--- config.mk ---
export PLATFORM = sky130hd
export DESIGN_NAME = prrq_ctrl
export DESIGN_NICKNAME = d
export VERILOG_FILES = /design/src/hw/rtl/prrq_pkg.sv /design/src/hw/rtl/prrq_ctrl.sv
export SDC_FILE = /design/constraint.sdc
export NUM_CORES = 1
export LEC_CHECK = 0
export ABC_AREA = 1
export BUFFER_PORTS_ARGS = -buffer_cell sky130_fd_sc_hd__buf_2
export CORE_AREA = 2 2 39 41
export CTS_CLUSTER_DIAMETER = 150
export DETAILED_ROUTE_END_ITERATION = 16
export DIE_AREA = 0 0 41 43
export SYNTH_ARGS = -nofsm -noshare
export SYNTH_HDL_FRONTEND = slang
export SYNTH_SLANG_ARGS = --single-unit
export TNS_END_PERCENT = 50
--- constraint.sdc ---
create_clock -name i_clk -period 1.4 [get_ports i_clk]
set_clock_uncertainty 0.15 [all_clocks]
set_input_delay 0.28 -clock i_clk [delete_from_list [all_inputs] [get_ports i_clk]]
set_output_delay 0.28 -clock i_clk [all_outputs]
set_load 0.02 [all_outputs]
--- src/hw/rtl/prrq_pkg.sv ---
// Shared types and constants for the per-user round-robin queue core.
// Used by prrq_ctrl, prrq_dp and the top module; depends on nothing.
package prrq_pkg;

    localparam int DEF_NUM_USERS   = 16;
    localparam int DEF_QUEUE_DEPTH = 16;
    localparam int DEF_TAG_WIDTH   = 32;

    localparam int OPCODE_W    = 2;
    localparam int USER_ID_W   = 4;
    localparam int CMD_TAG_W   = 32;
    localparam int STATUS_W    = 2;
    localparam int GRANT_TAG_W = 32;

    localparam int S_TDATA_W = 40;
    localparam int S_TUSER_W = 2;
    localparam int M_TDATA_W = 40;
    localparam int M_TUSER_W = 3;

    localparam logic [OPCODE_W-1:0] OP_PUSH = 2'd0;
    localparam logic [OPCODE_W-1:0] OP_POP  = 2'd1;
    localparam logic [OPCODE_W-1:0] OP_DONE = 2'd2;
    localparam logic [OPCODE_W-1:0] OP_NOP  = 2'd3;

    localparam logic [STATUS_W-1:0] ST_OK       = 2'd0;
    localparam logic [STATUS_W-1:0] ST_EMPTY    = 2'd1;
    localparam logic [STATUS_W-1:0] ST_OVERFLOW = 2'd2;
    localparam logic [STATUS_W-1:0] ST_DONE_ERR = 2'd3;

    typedef enum logic [2:0] {
        S_IDLE = 3'b001,
        S_EXEC = 3'b010,
        S_RESP = 3'b100
    } t_state;

    typedef struct packed {
        logic load;
        logic exec;
        logic emit;
    } t_dp_cmd;

endpackage

--- src/hw/rtl/prrq_ctrl.sv ---
// Controller state machine: input and output handshakes, datapath commands.
// Depends on prrq_pkg.
module prrq_ctrl
    import prrq_pkg::*;
(
    input  logic    i_clk,
    input  logic    i_rst_n,
    input  logic    i_s_tvalid,
    output logic    o_s_tready,
    output logic    o_m_tvalid,
    input  logic    i_m_tready,
    output t_dp_cmd o_cmd
);

    t_state r_state, n_state;
    logic   r_out_valid, n_out_valid;
    logic   out_free;
    logic   accept;
    logic   emit;

    assign out_free   = !r_out_valid || i_m_tready;
    assign emit       = (r_state == S_RESP) && out_free;
    assign o_s_tready = (r_state == S_IDLE) || emit;
    assign accept     = i_s_tvalid && o_s_tready;

    always_comb begin
        n_state = r_state;
        unique case (r_state)
            S_IDLE: begin
                if (accept) n_state = S_EXEC;
            end
            S_EXEC: begin
                n_state = S_RESP;
            end
            S_RESP: begin
                if (out_free) n_state = accept ? S_EXEC : S_IDLE;
            end
            default: n_state = S_IDLE;
        endcase
    end

    always_comb begin
        priority if (emit) begin
            n_out_valid = 1'b1;
        end else if (i_m_tready) begin
            n_out_valid = 1'b0;
        end else begin
            n_out_valid = r_out_valid;
        end
    end

    always_ff @(posedge i_clk) begin
        if (!i_rst_n) begin
            r_state     <= S_IDLE;
            r_out_valid <= 1'b0;
        end else begin
            r_state     <= n_state;
            r_out_valid <= n_out_valid;
        end
    end

    assign o_m_tvalid = r_out_valid;
    assign o_cmd.load = accept;
    assign o_cmd.exec = (r_state == S_EXEC);
    assign o_cmd.emit = emit;

endmodule

# --- Word-level counts from Yosys, hierarchy flattened ---
# Index checks and enable logic that the tools add are counted.
totals:
  reg_bits: 4
  inputBits: 4
  out_inout_bits: 5
  wordCells: 20
classes:
  eq_ne: 5
  mux: 6
  reduce_logical: 7
op_table:
  columns: ["cell", "n"]
  rows:
  - ["case mux 3 bit (3 select lines)", 1]
  - ["two-way mux 3 bit", 2]
  - ["!= test 2 bit, second input constant", 2]
  - ["== test 3 x 1 -> 1 bit, second input constant", 1]
  - ["== test 3 x 2 -> 1 bit, second input constant", 1]
  - ["== test 3 bit, second input constant", 1]
  - ["logical AND 1 bit", 2]
  - ["logical OR 1 bit", 2]
  - ["two-way mux 1 bit", 2]
  - ["two-way mux 2 bit", 1]
  - ["AND reduction 2 bit", 1]
  - ["nonzero test 2 bit", 1]
  - ["zero test 1 bit", 1]

# --- Depth between registers and ports, before layout ---
# Gate-level depths: netlist of run 1.
depth:
  ltp_word: 8
  depth_mapped: 7
  mapped_depth_nobuf: 7

# --- Least setup slack after synthesis of run 1 ---
# OpenSTA, ideal clock, no wires.
synth_timing:
  path_kind: "register -> output"
  from: "reg r_out_valid, in the netlist o_m_tvalid"
  to: "out o_cmd[2] (netlist bit)"
  arrival_ps: 1011
  required_ps: 970
  slack_ps: -41
  path_stages_with_launch: 7
  n_path_buf: 1
  path_cell_list: "dfxtp_1 -> nand2_1 -> nand3_1 -> nand2_2 -> nand2_2 -> inv_1 -> buf_4"
synth_via:
  elab_chain_len: 5
synth_lines:
  columns: ["item", "line", "text"]
  rows:
  - ["start, declared", "prrq_ctrl.sv:16", "logic r_out_valid, n_out_valid;"]
  - ["start signal, assigned", "prrq_ctrl.sv:58", "r_out_valid <= n_out_valid;"]
  - ["zero test 1 bit", "prrq_ctrl.sv:21", "assign out_free = !r_out_valid || i_m_tready;"]
  - ["logical OR 1 bit", "prrq_ctrl.sv:21", null]
  - ["logical AND 1 bit", "prrq_ctrl.sv:22", "assign emit = (r_state == S_RESP) && out_free;"]
  - ["logical OR 1 bit", "prrq_ctrl.sv:23", "assign o_s_tready = (r_state == S_IDLE) || emit;"]
  - ["named net o_s_tready", "prrq_ctrl.sv:9", "output logic o_s_tready,"]
  - ["logical AND 1 bit", "prrq_ctrl.sv:24", "assign accept = i_s_tvalid && o_s_tready;"]
  - ["end, declared", "prrq_ctrl.sv:12", "output t_dp_cmd o_cmd"]
# The timed path passes the listed nets, and every way through them passes these cells.

==> reports/metrics.cfg, run 1 <==
[sta]
hold_ws_ns=0.161
finalSetupViolations=3
fin_ws_ns=-0.113
tightest_slew_ns=0.138
fin_crit_sh_pct=108
hold_viol=0
final.setup.tns_ns=-0.183
fmax_mhz=661
slew_headroom_pct=90.7
post-route-min-period_ns=1.51
slew_violations=0
rsz0062_at_grt=true

[route]
vias=233
dr.first_iter.drc_count=0
drt_wl_total_um=457
drc=0
first_pass_iters=1
post_drt_wl_per_cell_um=7.37
viasPerCell=3.76
final_antenna_net_count=0

[setup_path]
crit_type=flop to output port
r2r_slack_ns=0.19
reg2reg_depth=6
end_kind=output port
start_kind=flop
worstPathRequired_ns=0.97
cp_max_fo=4
r2r-end=r_state[0]
crit_chain=nand3b_1 > nand2_2 > nand2_2 > inv_2 > buf_6
crit_top_cell=nand2_2
r2r_start=r_state[2]
cpMaxStageDelayCell=dfxtp_2
critPathMaxStageDelay_ns=0.33
cp.arrival_ns=1.08

[power_and_ir_drop]
swShare_pct=29.0
powerDensity_nw_per_um2=1070
p_switching_mw=0.107
internal_power_mw=0.261
sequentialPowerShare_pct=35.8
ir_drop_v=0.000327
power_mw=0.368
combPwrFrac_pct=24.7
p_leak_nw=0.184
p_clk_share_pct=39.5

[min_path]
min_path_cells=3
hold_class=input port to flop
hold_start=i_rst_n
min_to=r_state[2]

[floorplanning]
io_pins=9
start_util_pct=15.6
rows=14
die_w_um=41
die_area_um2=1760
coreArea_um2=1380
die_height_um=43

[global_routing]
grt-ovfl-total=0
grt_pass1_wl_um=759
grt_usage_pct=7.13
grt_max_degree=5
grt_pass1_vias=210
antenna_found_initial=0

[yosys]
seq_area_frac_synth_pct=37.2
synthXorXnorAreaFrac_pct=0
synthesis.area_um2=215
synth-simple-area-share_pct=43.0
synth_nets=37
synth.distinct_cells=10
yosysTopAreaCell=dfxtp_1
synth_area_leaders=dfxtp_1 (37%), nor2_1 (14%), inv_1 (10%)
synthCells=33
muxShareOfSynthArea_pct=0
synth_top_family_by_area=simple AND/OR/NAND/NOR gates
synthAdderAreaFrac_pct=0
syn_area_per_cell_um2=6.52
yosysTopAreaCellShare_pct=37.2
synth-seq-cells=4
synth_warnings=0
synth-compound-area-share_pct=2.33

[place]
gp_congestion=0.659
dpl_cell_area_um2=277
numPlacedInstances=57
portBuffers=8
dp_hpwl_um=347
place_ws_ns=0.0668

[finish]
finalNetCount=52
nFillCells=166
final_cell_mix=nor2_1 (8), buf_2 (5), buf_4 (5)
diodes=0
syn2layout_area_growth_pct=59.3
layout-drive-gt1-share_pct=56.5
final_util_pct=24.8
fin_area_um2=343
final_common_cell=nor2_1
fin_cells=62

[cts]
clk_pin_slew_ns=0.04
cts_buffers=3
clkLatencyLatePin_ns=0.24
cts_tree=built
cts.hold.buffers_added=0
clockRootBuffer=clkbuf_4
h-tree-depth=1
clk_path_buf_depth=2
cts.sinks=4

[outcome]
failed_checks=negative setup slack
status=finished, violations left

[job]
max_cap_viol_count=0

==> area by class of cell <==
| cell class | count | area (um^2) | area share [%] |
|---|---|---|---|
| clock buffer | 3 | 22.5 | 6.57 |
| inverter | 6 | 22.5 | 6.57 |
| multi-input combinational | 21 | 108 | 31.4 |
| sequential | 4 | 85.1 | 24.8 |
| tap | 16 | 20.0 | 5.84 |
| timing repair buffer | 12 | 85.1 | 24.8 |
==> cell families (layout without fill, tap and decap cells) <==
family | after synthesis | after routing
flip-flops | 4 | 4
buffers and inverters | 8 | 21
AND/OR/NAND/NOR | 20 | 20
AO/OA/AOI/OAI | 1 | 1
==> how the worst max path moves through the flow <==
stage / start / endpoint / slack [ns] / depth (start not counted)
floorplan: o_m_tvalid / o_cmd[2] / 0.04 / 6
global placement: r_state[0] / o_cmd[2] / 0.07 / 6
detailed placement: r_state[0] / o_cmd[2] / 0.07 / 6
CTS: r_state[2] / o_cmd[2] / -0.11 / 5
global route: r_state[2] / o_cmd[2] / -0.17 / 5
finish: r_state[2] / o_cmd[2] / -0.11 / 5
==> layer usage <==
metal  wire [um]  global-route usage (%)  vias to the layer above
met5           0                       0                        -
met4          19                    8.00                        0
met3          31                    4.71                        2
met2         239                    9.38                        6
met1         166                    6.43                      102
li1            -                       -                      123
==> power groups by stage <==
stage	Sequential [mW]	Combinational [mW]	Clock [mW]
detailed placement	0.130	0.0763	0
floorplan	0.129	0.0573	0
CTS	0.129	0.0883	0.151
finish	0.132	0.0909	0.146
global placement	0.130	0.0758	0
global route	0.132	0.101	0.160
==> synth_stat cells <==
master    n
dfxtp_1   4
nand3b_1  1
nor2_1    8
buf_4     2
nand3_1   3
nand2_1   4
inv_1     6
nor2_2    1
nand2_2   3
a21oi_1   1
==> flip-flops by register name (all words and copies together) (netlist names) <==
name,count
o_m_tvalid,1
r_state,3
==> worst max-delay path, delay by kind of cell (launching register included) <==
| kind | cells | cell delay (ns) |
|---|---|---|
| AND/OR/NAND/NOR | 3 | 0.37 |
| flip-flops | 1 | 0.33 |
| buffers and inverters | 2 | 0.15 |
==> repair_timing <==
item / CTS / global route
gates resized for setup: 7 / 5
endpoints found under the setup margin: 4 / 4
pin swaps: 3 / 1
setup buffers: 2 / 0
Power figures use the tool's default switching activity.
==> run 2: changes to the inputs <==
- RECOVER_POWER: unset -> 50
==> run 2 against run 1 <==
Against the previous run:
- the run still ends with negative setup slack left
- core utilization fell by 0.090 points
- design area decreased by 0.36%
- hold slack is the same
- maximum frequency did not move
- clock power hardly changed
- first-iteration DRC count did not move
- critical path depth unchanged
- die area unchanged
- flip-flop and latch count did not move
- power hardly changed
- sequential power about the same
- critical path type unchanged
- critical endpoint unchanged
==> reports/metrics.cfg, run 2 (synthesized netlist as in run 1, its figures left out) <==
[finish]
largest_reg_flops=3
top_register=r_state
syn2layout_area_growth_pct=58.7
diodes=0
final_common_cell=nor2_1
final_cell_mix=nor2_1 (8), buf_4 (5)
finalNetCount=52
layout-drive-gt1-share_pct=54.3
nFillCells=165
final_util_pct=24.7
fin_area_um2=342

[floorplanning]
rows=14
coreArea_um2=1380
die_height_um=43
die_area_um2=1760
die_w_um=41
start_util_pct=15.6
io_pins=9

[setup_path]
cp.arrival_ns=1.08
cpMaxStageDelayCell=dfxtp_2
worstPathRequired_ns=0.97
cp_max_fo=4
crit_family=simple AND/OR/NAND/NOR gates
crit_top_cell=nand2_2
critPathMaxStageDelay_ns=0.33
end_kind=output port
crit_chain=nand3b_1 > nand2_2 > nand2_2 > inv_2 > buf_6
crit_type=flop to output port
start_kind=flop
cp_num_buf_inv=2

[sta]
fin_ws_ns=-0.113
hold_viol=0
rsz0062_at_grt=true
slew_headroom_pct=83.6
post-route-min-period_ns=1.51
fmax_mhz=661
slew_violations=0
fin_crit_sh_pct=108
finalSetupViolations=3
tightest_slew_ns=0.248

[global_routing]
grt_pass1_wl_um=759
grt-ovfl-total=0
grt_usage_pct=7.13
grt_pass1_vias=210
antenna_found_initial=0
grt_max_degree=5

[place]
dp_hpwl_um=347
portBuffers=8
dpl_cell_area_um2=277
gp_congestion=0.659
place_ws_ns=0.0668

[outcome]
status=finished, violations left
failed_checks=negative setup slack

[cts]
clk_path_buf_depth=2
cts.hold.buffers_added=0
cts.sinks=4
h-tree-depth=1
cts_buffers=3
clkLatencyLatePin_ns=0.24
cts_tree=built
clk_pin_slew_ns=0.04
clockRootBuffer=clkbuf_4

[power_and_ir_drop]
ir_drop_v=0.000327
power_mw=0.368
p_leak_nw=0.180
powerDensity_nw_per_um2=1080

[route]
first_pass_iters=1
drt_wl_total_um=458
dr.first_iter.drc_count=0
drc=0
final_antenna_net_count=0
post_drt_wl_per_cell_um=7.39
viasPerCell=3.76
vias=233

[min_path]
hold_class=input port to flop

[job]
max_cap_viol_count=0

## run 2: cell types whose count changed in the layout (fill, tap and decap cells not counted), sizes merged
cell	before	now
buf	12	11
clkbuf	3	4
## run 2: area by class of cell
class                      count  area, um^2  share of cell area [%]
tap                           16        20.0                    5.86
multi-input combinational     21         108                    31.5
inverter                       6        22.5                    6.59
timing repair buffer          12        83.8                    24.5
clock buffer                   3        22.5                    6.59
sequential                     4        85.1                    24.9
## run 2: where the power goes
part,internal [mW],switching [mW],total (mW),leakage (nW)
clock network,0.0960,0.0495,0.146,0.0138
registers,0.123,0.00839,0.132,0.0339
logic,0.0419,0.0490,0.0908,0.132
## run 2: path summary, 6_finish.rpt
kind,depth (start not counted),slack (ns),end,start
setup reg to reg,6,0.19,r_state[0],r_state[2]
hold reg to reg,3,0.45,o_m_tvalid,o_m_tvalid
setup / recovery,5,-0.11,o_cmd[2],r_state[2]
hold / removal,3,0.16,r_state[2],i_rst_n
## run 2: per-stage QoR
step | instances | setup TNS (ns) | hold slack (ns)
3_3_place_gp | 57 | 0 | 0.375
2_1_floorplan | 33 | 0 | 0.272
4_1_cts | 62 | -0.166 | 0.159
3_5_place_dp | 57 | 0 | 0.374
5_1_grt | 62 | -0.368 | 0.191
6_report | 62 | -0.183 | 0.161
## run 2: tightest hold or removal path, cell delays in order
cell and delay [ns]:
buf_2 0.07, inv_1 0.06, nor2_1 0.10
## run 2: repair_timing
action / CTS / global route
setup buffers: 2 / 0
pin swaps: 3 / 1
endpoints found under the setup margin: 4 / 4
gates resized for setup: 7 / 5
## run 2: metal layers
metal	vias up	track usage, %	wire (um)
li1	123	-	-
met1	102	6.43	167
met2	6	9.38	239
met3	2	4.71	31
met4	0	8.00	19
met5	-	0	0
==> run 3: changes to the inputs <==
--- a/config.mk
+++ b/config.mk
@@ -13,2 +13,3 @@
 export DIE_AREA = 0 0 41 43
+export GPL_TIMING_DRIVEN = 0
 export RECOVER_POWER = 50
==> constraint.sdc (replaced) <==
create_clock -name i_clk -period 1.59 [get_ports i_clk]
set_clock_uncertainty 0.15 [all_clocks]
set_input_delay 0.0795 -clock i_clk [delete_from_list [all_inputs] [get_ports i_clk]]
set_output_delay 0.0795 -clock i_clk [all_outputs]
set_load 0.02 [all_outputs]
==> run 3 against run 2 <==
Against the previous run:
- critical endpoint unchanged
- power is 16% lower
- routed wire length is 6.8% lower
- the run now ends clean
- design area is 1.8% lower
- combinational power is 23% lower
==> reports/metrics.cfg, run 3 (synthesized netlist as in run 1, its figures left out) <==
[route]
post_drt_wl_per_cell_um=6.78
drc=0
vias=229
viasPerCell=3.63
first_pass_iters=2
dr.first_iter.drc_count=3
drt_wl_total_um=427
final_antenna_net_count=0

[sta]
post-route-min-period_ns=1.45
hold_viol=0
fmax_mhz=690
tightest_slew_ns=0.248
slew_violations=0
finalSetupViolations=0
final.setup.tns_ns=0
fin_crit_sh_pct=91.2
slew_headroom_pct=83.5
rsz0062_at_grt=false

[finish]
top_register=r_state
largest_reg_flops=3
final_cell_mix=nor2_1 (7), buf_2 (7), inv_1 (6), nand2_1 (6)
final_util_pct=24.2
finalNetCount=53
layout-drive-gt1-share_pct=42.6
diodes=0
fin_cells=63
syn2layout_area_growth_pct=55.8

[setup_path]
end_kind=output port
crit_top_cell=inv_1
cp.arrival_ns=1.22
crit_type=flop to output port
worstPathRequired_ns=1.36
cp_num_buf_inv=4
crit_family=flip-flops
cp_max_fo=3
start_kind=flop
cpMaxStageDelayCell=dfxtp_2
critical_path.startpoint=r_state[1]
r2r_start=r_state[1]
crit_chain=inv_1 > nand3b_1 > nand2_1 > nand2_2 > inv_1 > buf_4 > buf_2
critPathMaxStageDelay_ns=0.35

[cts]
cts.sinks=4
clk_pin_slew_ns=0.04
h-tree-depth=1
cts_buffers=3
clkLatencyLatePin_ns=0.23
cts_tree=built
clockRootBuffer=clkbuf_4
clk_path_buf_depth=2

[floorplanning]
coreArea_um2=1380
die_w_um=41
io_pins=9
die_height_um=43
start_util_pct=15.6
die_area_um2=1760
rows=14

[min_path]
hold_class=input port to flop
hold_start=i_m_tready

[place]
gp_congestion=0.662
dp_hpwl_um=335
numPlacedInstances=57
portBuffers=8

[global_routing]
antenna_found_initial=0
grt_max_degree=5
grt-ovfl-total=0
grt_usage_pct=6.02
grt_pass1_vias=184
grt_pass1_wl_um=655

[power_and_ir_drop]
powerDensity_nw_per_um2=927
p_leak_nw=0.184
ir_drop_v=0.000279

[job]
max_cap_viol_count=0

[outcome]
status=finished, final reports clean

run 3: cell types whose count changed in the layout (fill, tap and decap cells not counted), sizes merged:
| cell | previous run | this run |
|---|---|---|
| buf | 11 | 10 |
| dlygate4sd3 | 0 | 2 |
run 3: repair_timing:
item / CTS / global route
setup buffers: 0 / 1
endpoints found under the setup margin: 0 / 1
gates resized for setup: 0 / 6
hold buffers: 2 / 1
endpoints found under the hold margin: 3 / 1
run 3: final timing paths:
kind	endpoint	slack, ns	depth (start not counted)
worst min register to register	o_m_tvalid	0.40	2
worst max-delay path	o_cmd[2]	0.14	7
worst max register to register	r_state[0]	0.47	6
worst min-delay path	o_m_tvalid	0.04	4
run 3: metrics by stage:
stage                     cell area, um^2  hold slack [ns]  power, mW  worst slack (ns)
after floorplan                       215           0.0719      0.164             0.349
after global placement                275            0.199      0.181             0.357
after detailed placement              275            0.209      0.182             0.353
after CTS                             318           0.0126      0.316            0.0386
after global routing                  335           0.0507      0.334            0.0461
final                                 335           0.0375      0.311             0.141
run 3: power by group:
part | switching (mW) | internal [mW]
clock | 0.0404 | 0.0844
combinational | 0.0401 | 0.0300
sequential | 0.00741 | 0.109
total | 0.0879 | 0.223
run 3: layer usage:
layer,part of all wire (%),GRT usage [%],wire (um)
met2,49,7.81,211
met1,46,5.47,195
met4,1.4,8.00,6
met3,3.3,3.14,14
met5,0,0,0
run 3: worst min-delay path, delay by kind of cell:
family                 cells  cell delay [ns]
AOI/OAI and AO/OA          1             0.08
buffers and inverters      2             0.11
and+or+nand+nor            1             0.10
run 3: layout make-up:
class,count,area [um^2]
plain buffers,2,15.0
clock buffers,3,22.5
fillers,160,1050
inverters,6,22.5
multi-input cells,21,105
flip-flops and latches,4,83.8
well taps,16,20.0
repair buffers,11,66.3
